`src/rtl/tsd_pkg.sv`:
```
// Shared types and constants of the TLV stream deframer.
// No dependencies; imported by the parser, the output buffer and the top level.
package tsd_pkg;

	localparam int unsigned HdrBytes = 6;
	localparam logic [2:0] HDR_LAST_IDX = 3'(HdrBytes - 1);
	localparam logic [2:0] VALUE_PHASE = 3'(HdrBytes);
	localparam logic [2:0] TYPE_BYTES = 3'd2;

	localparam int unsigned PaddrW = 3;
	localparam logic REG_IDX_LITTLE_ENDIAN = 1'b0;

	typedef struct packed {
		logic [15:0] msg_type;
		logic [31:0] msg_length;
		logic        has_value;
		logic [7:0]  value_byte;
		logic        last_of_message;
	} tsd_result_t;

	typedef struct packed {
		logic        push;
		tsd_result_t result;
	} tsd_push_t;

	function automatic logic [15:0] swap16(input logic [15:0] v);
		return {v[7:0], v[15:8]};
	endfunction

	function automatic logic [31:0] swap32(input logic [31:0] v);
		return {v[7:0], v[15:8], v[23:16], v[31:24]};
	endfunction

endpackage

```
`src/rtl/tsd_parser.sv`:
```
// Header and value-phase parser of the TLV stream deframer.
// Depends on tsd_pkg; feeds at most one result per accepted byte to the output buffer.
module tsd_parser (
	input  logic              clk,
	input  logic              arst_n,
	input  logic              accept,
	input  logic [7:0]        in_byte,
	input  logic              little_endian,
	output tsd_pkg::tsd_push_t push_o
);
	import tsd_pkg::*;

	logic [2:0]  hdr_cnt_q;
	logic [15:0] type_q;
	logic [31:0] len_q;
	logic [31:0] remain_q;

	logic [2:0]  hdr_cnt_d;
	logic [15:0] type_d;
	logic [31:0] len_d;
	logic [31:0] remain_d;
	logic [15:0] type_base;
	logic [31:0] len_base;
	logic [15:0] type_sh;
	logic [31:0] len_sh;
	logic        last_val;
	logic [2:0]  cnt_eff;

	always_comb begin
		hdr_cnt_d = hdr_cnt_q;
		type_d = type_q;
		len_d = len_q;
		remain_d = remain_q;
		push_o = '0;
		last_val = (remain_q <= 32'd1);
		cnt_eff = (hdr_cnt_q > HDR_LAST_IDX) ? 3'd0 : hdr_cnt_q;
		type_base = (cnt_eff == 3'd0) ? 16'd0 : type_q;
		len_base = (cnt_eff == 3'd0) ? 32'd0 : len_q;
		type_sh = type_base;
		len_sh = len_base;
		if (cnt_eff < TYPE_BYTES) begin
			type_sh = {type_base[7:0], in_byte};
		end else begin
			len_sh = {len_base[23:0], in_byte};
		end

		if (accept) begin
			if (hdr_cnt_q == VALUE_PHASE) begin
				push_o.push = 1'b1;
				push_o.result = '{msg_type: type_q, msg_length: len_q, has_value: 1'b1,
					value_byte: in_byte, last_of_message: last_val};
				if (last_val) begin
					remain_d = 32'd0;
					hdr_cnt_d = 3'd0;
				end else begin
					remain_d = remain_q - 32'd1;
				end
			end else if (cnt_eff == HDR_LAST_IDX) begin
				type_d = little_endian ? swap16(type_sh) : type_sh;
				len_d = little_endian ? swap32(len_sh) : len_sh;
				if (len_sh == 32'd0) begin
					// Empty message: one marker result, then back to header reception.
					push_o.push = 1'b1;
					push_o.result = '{msg_type: type_d, msg_length: 32'd0, has_value: 1'b0,
						value_byte: 8'd0, last_of_message: 1'b1};
					hdr_cnt_d = 3'd0;
					remain_d = 32'd0;
				end else begin
					remain_d = len_d;
					hdr_cnt_d = VALUE_PHASE;
				end
			end else begin
				type_d = type_sh;
				len_d = len_sh;
				hdr_cnt_d = cnt_eff + 3'd1;
			end
		end
	end

	always_ff @(posedge clk or negedge arst_n) begin
		if (!arst_n) begin
			hdr_cnt_q <= 3'd0;
			type_q <= 16'd0;
			len_q <= 32'd0;
			remain_q <= 32'd0;
		end else begin
			hdr_cnt_q <= hdr_cnt_d;
			type_q <= type_d;
			len_q <= len_d;
			remain_q <= remain_d;
		end
	end

endmodule

```
`src/rtl/tsd_out_buf.sv`:
```
// Result register with one skid entry for the TLV stream deframer.
// Depends on tsd_pkg; decouples input acceptance from output stalls.
module tsd_out_buf (
	input  logic                 clk,
	input  logic                 arst_n,
	input  tsd_pkg::tsd_push_t   push_i,
	output logic                 full,
	output logic                 res_valid,
	input  logic                 res_stall,
	output tsd_pkg::tsd_result_t res_o
);
	import tsd_pkg::*;

	logic        out_valid_q;
	logic        skid_valid_q;
	tsd_result_t out_q;
	tsd_result_t skid_q;
	logic        out_fire;

	assign out_fire = out_valid_q && !res_stall;
	assign full = skid_valid_q;
	assign res_valid = out_valid_q;
	assign res_o = out_q;

	always_ff @(posedge clk or negedge arst_n) begin
		if (!arst_n) begin
			out_valid_q <= 1'b0;
			skid_valid_q <= 1'b0;
		end else if (skid_valid_q) begin
			if (out_fire) begin
				skid_valid_q <= 1'b0;
			end
		end else if (push_i.push) begin
			if (out_valid_q && !out_fire) begin
				skid_valid_q <= 1'b1;
			end else begin
				out_valid_q <= 1'b1;
			end
		end else if (out_fire) begin
			out_valid_q <= 1'b0;
		end
	end

	always_ff @(posedge clk) begin
		if (skid_valid_q) begin
			if (out_fire) begin
				out_q <= skid_q;
			end
		end else if (push_i.push) begin
			if (out_valid_q && !out_fire) begin
				skid_q <= push_i.result;
			end else begin
				out_q <= push_i.result;
			end
		end
	end

endmodule

```
`src/rtl/tlv_stream_deframer_core.sv`:
```
// Top level of the TLV stream deframer: configuration register and channel ports.
// Depends on tsd_pkg, tsd_parser and tsd_out_buf.
//
// Channel   Direction  Handshake             Payload
// byte      in         byte_valid/byte_stall in_byte
// result    out        res_valid/res_stall   msg_type, msg_length, has_value,
//                                            value_byte, last_of_message
// config    in         APB psel/penable      paddr, pwdata, prdata
//
// One byte is accepted per cycle while byte_stall is low. A byte's result, if any,
// is registered in the result register, or in the skid entry while that register
// holds a stalled result, so the next byte is still accepted; byte_stall rises only
// when both entries hold results.
// Reset clears the parser to header reception and empties both result entries;
// little_endian resets to big-endian order.
module tlv_stream_deframer_core (
	input  logic                       clk,
	input  logic                       arst_n,
	input  logic                       byte_valid,
	output logic                       byte_stall,
	input  logic [7:0]                 in_byte,
	output logic                       res_valid,
	input  logic                       res_stall,
	output logic [15:0]                msg_type,
	output logic [31:0]                msg_length,
	output logic                       has_value,
	output logic [7:0]                 value_byte,
	output logic                       last_of_message,
	input  logic                       psel,
	input  logic                       penable,
	input  logic                       pwrite,
	input  logic [tsd_pkg::PaddrW-1:0] paddr,
	input  logic [31:0]                pwdata,
	output logic [31:0]                prdata,
	output logic                       pready
);
	import tsd_pkg::*;

	logic        little_endian_q;
	logic        accept;
	logic        buf_full;
	tsd_push_t   push;
	tsd_result_t res;

	// The register index is the word address; byte offsets within a word are ignored.
	assign pready = 1'b1;
	assign prdata = (paddr[PaddrW-1] == REG_IDX_LITTLE_ENDIAN) ?
		{31'd0, little_endian_q} : 32'd0;

	always_ff @(posedge clk or negedge arst_n) begin
		if (!arst_n) begin
			little_endian_q <= 1'b0;
		end else if (psel && penable && pwrite && pready &&
			paddr[PaddrW-1] == REG_IDX_LITTLE_ENDIAN) begin
			little_endian_q <= pwdata[0];
		end
	end

	// A byte transaction completes whenever the result buffer has room.
	assign byte_stall = buf_full;
	assign accept = byte_valid && !byte_stall;

	tsd_parser u_parser (
		.clk          (clk),
		.arst_n       (arst_n),
		.accept       (accept),
		.in_byte      (in_byte),
		.little_endian(little_endian_q),
		.push_o       (push)
	);

	tsd_out_buf u_out_buf (
		.clk      (clk),
		.arst_n   (arst_n),
		.push_i   (push),
		.full     (buf_full),
		.res_valid(res_valid),
		.res_stall(res_stall),
		.res_o    (res)
	);

	assign msg_type = res.msg_type;
	assign msg_length = res.msg_length;
	assign has_value = res.has_value;
	assign value_byte = res.value_byte;
	assign last_of_message = res.last_of_message;

endmodule

```
`config.mk`:
```
export PLATFORM = sky130hd
export DESIGN_NAME = tlv_stream_deframer_core
export DESIGN_NICKNAME = d
export VERILOG_FILES = /design/src/rtl/tsd_pkg.sv /design/src/rtl/tsd_parser.sv /design/src/rtl/tsd_out_buf.sv /design/src/rtl/tlv_stream_deframer_core.sv
export SDC_FILE = /design/constraint.sdc
export NUM_CORES = 1
export LEC_CHECK = 0
export BUFFER_PORTS_ARGS = -buffer_cell sky130_fd_sc_hd__buf_2
export CAP_MARGIN = 20
export CORE_UTILIZATION = 40
export CTS_BUF_LIST = sky130_fd_sc_hd__clkbuf_2 sky130_fd_sc_hd__clkbuf_4 sky130_fd_sc_hd__clkbuf_8
export DETAILED_ROUTE_END_ITERATION = 10
export SLEW_MARGIN = 20
export SYNTH_ARGS = -nofsm -noshare
export SYNTH_HDL_FRONTEND = slang
export SYNTH_SLANG_ARGS = --single-unit
```
`constraint.sdc`:
```
create_clock -name clk -period 13.31 [get_ports clk]
set_input_delay 2.662 -clock clk [delete_from_list [all_inputs] [get_ports clk]]
set_output_delay 2.662 -clock clk [all_outputs]
set_load 0.02 [all_outputs]
```
==> results.tsv <==
metric	value	unit
post-synthesis xor/xnor area fraction	0.0779	%
Via density	5.58	
Layout area overhead	11.8	%
top-count cell post-synth	nand2_1	
Cells after Synth	1167	
area share of the largest cell type after synthesis	31.0	%
CTS HTree Levels	2	
fin cells	1619	
PwrDens	216	mW/mm²
most instantiated cells after synthesis	nand2_1, edfxtp_1, o21ai_0	
Layout Nets	1270	
clock sinks	202	
TritonCTS buffer count	38	
setup slack after layout	7.62	ns
gr usage total	20.6	%
Final Hold Viols	0	
Post-synth ARST share	42.6	%
Core Area	0.0277	mm²
Pre-Repair DR Iteration Count	5	
VDD IR max	93.2	µV
reg2reg setup slack	8.62	ns
Setup Skew	0.0279	ns
Longest Clk Path Bufs	3	
crit path time final	5.69	ns
FF-to-FF Start	u_parser.hdr_cnt_q[1]$_DFFE_PN0P_	
Worst Reg-to-Reg Cells	9	
YS warnings	0	
Die X	170	µm
Root Buffer Master	clkbuf_8	
clk_lat worst skew	0.54	ns
IO Pins	143	
top cells by area, synth	edfxtp_1, dfrtp_1, nand2_1, o21ai_0, a21oi_1	
Seq/Total Area, Yosys	50.1	%
outcome	complete, no violations	
Data required, critical path	10.65	ns
Simple-Gate Fraction of Synth Area	17.7	%
Post-DRT Antenna Nets	0	
DP Worst Slack	7.50	ns
Antenna Cells	0	
largest family of logic cells by synthesized area	compound AO/OA/AOI/OAI gates	
mux cell area share after synthesis	6.39	%
post-DR wirelength/cell	18.2	µm
dpl cells	1551	
Post-DP HPWL	19.2	mm
initial antenna violation count	0	
RR Endpoint	u_out_buf.skid_q[29]$_DFFE_PP_	
Synth cell types	68	
Worst Max-Slew Pin Slew	1.06	ns
input/output buffers	77	
#FFs+latches synth	202	
Max Slew Vio Count	0	
Peak Freq	0.176	GHz
Post-CTS Hold Buffers	0	
Worst setup SP type	input port	
post-synthesis adder-cell area fraction	0.779	%
Die Area	0.0288	mm²
RSZ-0062 raised after global routing	false	
number of global-route vias before repair	8372	
CP Max Fanout	2	
Cell Area, Placed	0.0118	mm²
WHS Path Cells	2	
Worst-path clk slew	0.05	ns
row count	61	
post-route cell area	0.0126	mm²
Critical Path End Type	primary output	
vias	9030	
Die Height	170	µm
Final Wtd Congestion	0.879	
Hold Crit Endpoint	u_parser.remain_q[15]$_DFFE_PN0P_	
setup TNS	0	ns
total grt overflow	0	
PostCTS Resize Cnt	0	
Compound-Gate Fraction of Synth Area	19.2	%
Post CTS Setup Buffer Count	0	
Yosys top cell by area	edfxtp_1	
drt drc	0	
Setup CP Type	in2out	
CTS tree	yes	
Initial Util	40.6	%
Routed WL	29.4	mm
max_slew headroom	29.4	%
Min-Delay Path Class	reg2reg	
WP data arrival	3.03	ns
syn_area_per_cell	9.63	µm²
Hold Crit Start	u_parser.remain_q[15]$_DFFE_PN0P_	
largest net degree at the start of global routing	87	
share of cells above drive strength 1	16.8	%
count of final setup violators	0	
LEAKAGE	0.00528	µW
number of flops mapped to enable cells by yosys	116	
DR iter-0 viols	658	
Synth Cell Area	0.0112	mm²
first-pass GRT wire length	47.0	mm
max-cap violations	0	
predominant post-synthesis flop cell	edfxtp_1	
Final Cycle Share	42.8	%
critical path: stages:
cell	delay [ns]
buf_2	0.10
nor2b_1	0.10
buf_2	0.17
cell usage in the layout, fill, tap and decap left out, types with 4 or more instances in the layout:
master | netlist | layout
a211oi_1 | 4 | 4
a21o_1 | 44 | 44
a21oi_1 | 92 | 92
a221oi_1 | 6 | 6
a22o_1 | 8 | 8
a22oi_1 | 6 | 6
a31oi_1 | 13 | 13
and2_1 | 36 | 36
buf_2 | 3 | 76
buf_4 | 32 | 15
clkbuf_4 | 0 | 16
clkbuf_8 | 0 | 42
clkinv_1 | 2 | 6
conb_1 | 2 | 32
dfrtp_1 | 86 | 85
edfxtp_1 | 116 | 116
ha_1 | 7 | 6
inv_1 | 16 | 16
mux2_2 | 30 | 30
mux2i_1 | 38 | 38
nand2_1 | 160 | 159
nand2b_1 | 14 | 14
nand3_1 | 20 | 20
nand4_1 | 7 | 7
nor2_1 | 77 | 76
nor2b_1 | 11 | 11
nor3_1 | 25 | 24
nor4_1 | 15 | 15
o211ai_1 | 10 | 10
o21ai_0 | 109 | 109
o221ai_1 | 4 | 4
o22ai_1 | 9 | 9
o311ai_0 | 11 | 11
o31ai_1 | 7 | 7
or3_1 | 8 | 8
or4_1 | 10 | 10
area by class of cell:
type                            instances  area, µm²
Timing Repair Buffer                   91        493
Clock buffer                           58        698
Tap cell                              378        473
Clock inverter                         10       63.8
Multi-Input combinational cell        862       5130
Sequential cell                       202       5640
Inverter                               18       67.6
Fill cell                            2645      15100
flip-flops by register name, indices dropped and copies added, names as in the netlist:
signal               flops
little_endian_q          1
u_out_buf.full           1
u_out_buf.res_o         58
u_out_buf.res_valid      1
u_out_buf.skid_q        58
u_parser.hdr_cnt_q       3
u_parser.len_q          32
u_parser.remain_q       32
u_parser.type_q         16
cell families after synthesis:
kind of cell    count (synthesis)
flops                         202
other cells                     2
mux                            68
compound gates                348
buf+inv                       133
xor+xnor                        1
fa+ha+maj                       7
simple gates                  406
where the power goes:
| group | internal [µW] | switching (µW) | total, µW | leakage, µW |
|---|---|---|---|---|
| Combinational | 397 | 727 | 1120 | 0.00262 |
| Clock | 337 | 267 | 604 | 0.000410 |
| Sequential | 796 | 188 | 984 | 0.00225 |
metrics by stage:
| step | hold slack [ns] | util (%) | power, µW |
|---|---|---|---|
| 2_1_floorplan | 0.455 | - | 1780 |
| 3_3_place_gp | 0.498 | 42.6 | 2070 |
| 3_5_place_dp | 0.497 | 42.6 | 2100 |
| 4_1_cts | 0.507 | 45.3 | 2710 |
| 5_1_grt | 0.529 | 45.3 | 2900 |
| 6_report | 0.513 | 45.3 | 2710 |
how the worst max path moves through the flow:
stage / startpoint / to / slack, ns / depth (start not counted)
floorplan: in_byte[4] / u_out_buf.res_o[0]$_DFFE_PP_ / 4.98 / 6
global placement: byte_valid / u_parser.remain_q[8]$_DFFE_PN0P_ / 7.55 / 8
detailed placement: byte_valid / u_parser.remain_q[8]$_DFFE_PN0P_ / 7.50 / 8
CTS: paddr[2] / prdata[0] / 7.61 / 3
global route: paddr[2] / prdata[0] / 7.57 / 3
finish: paddr[2] / prdata[0] / 7.62 / 3
metal layers:
layer  global-route usage (%)  wire, µm
met1                     30.5     14300
met2                     30.2     12500
met4                     7.01       741
met3                     3.68      1880
met5                        0         0
(Power assumes the default switching activity.)
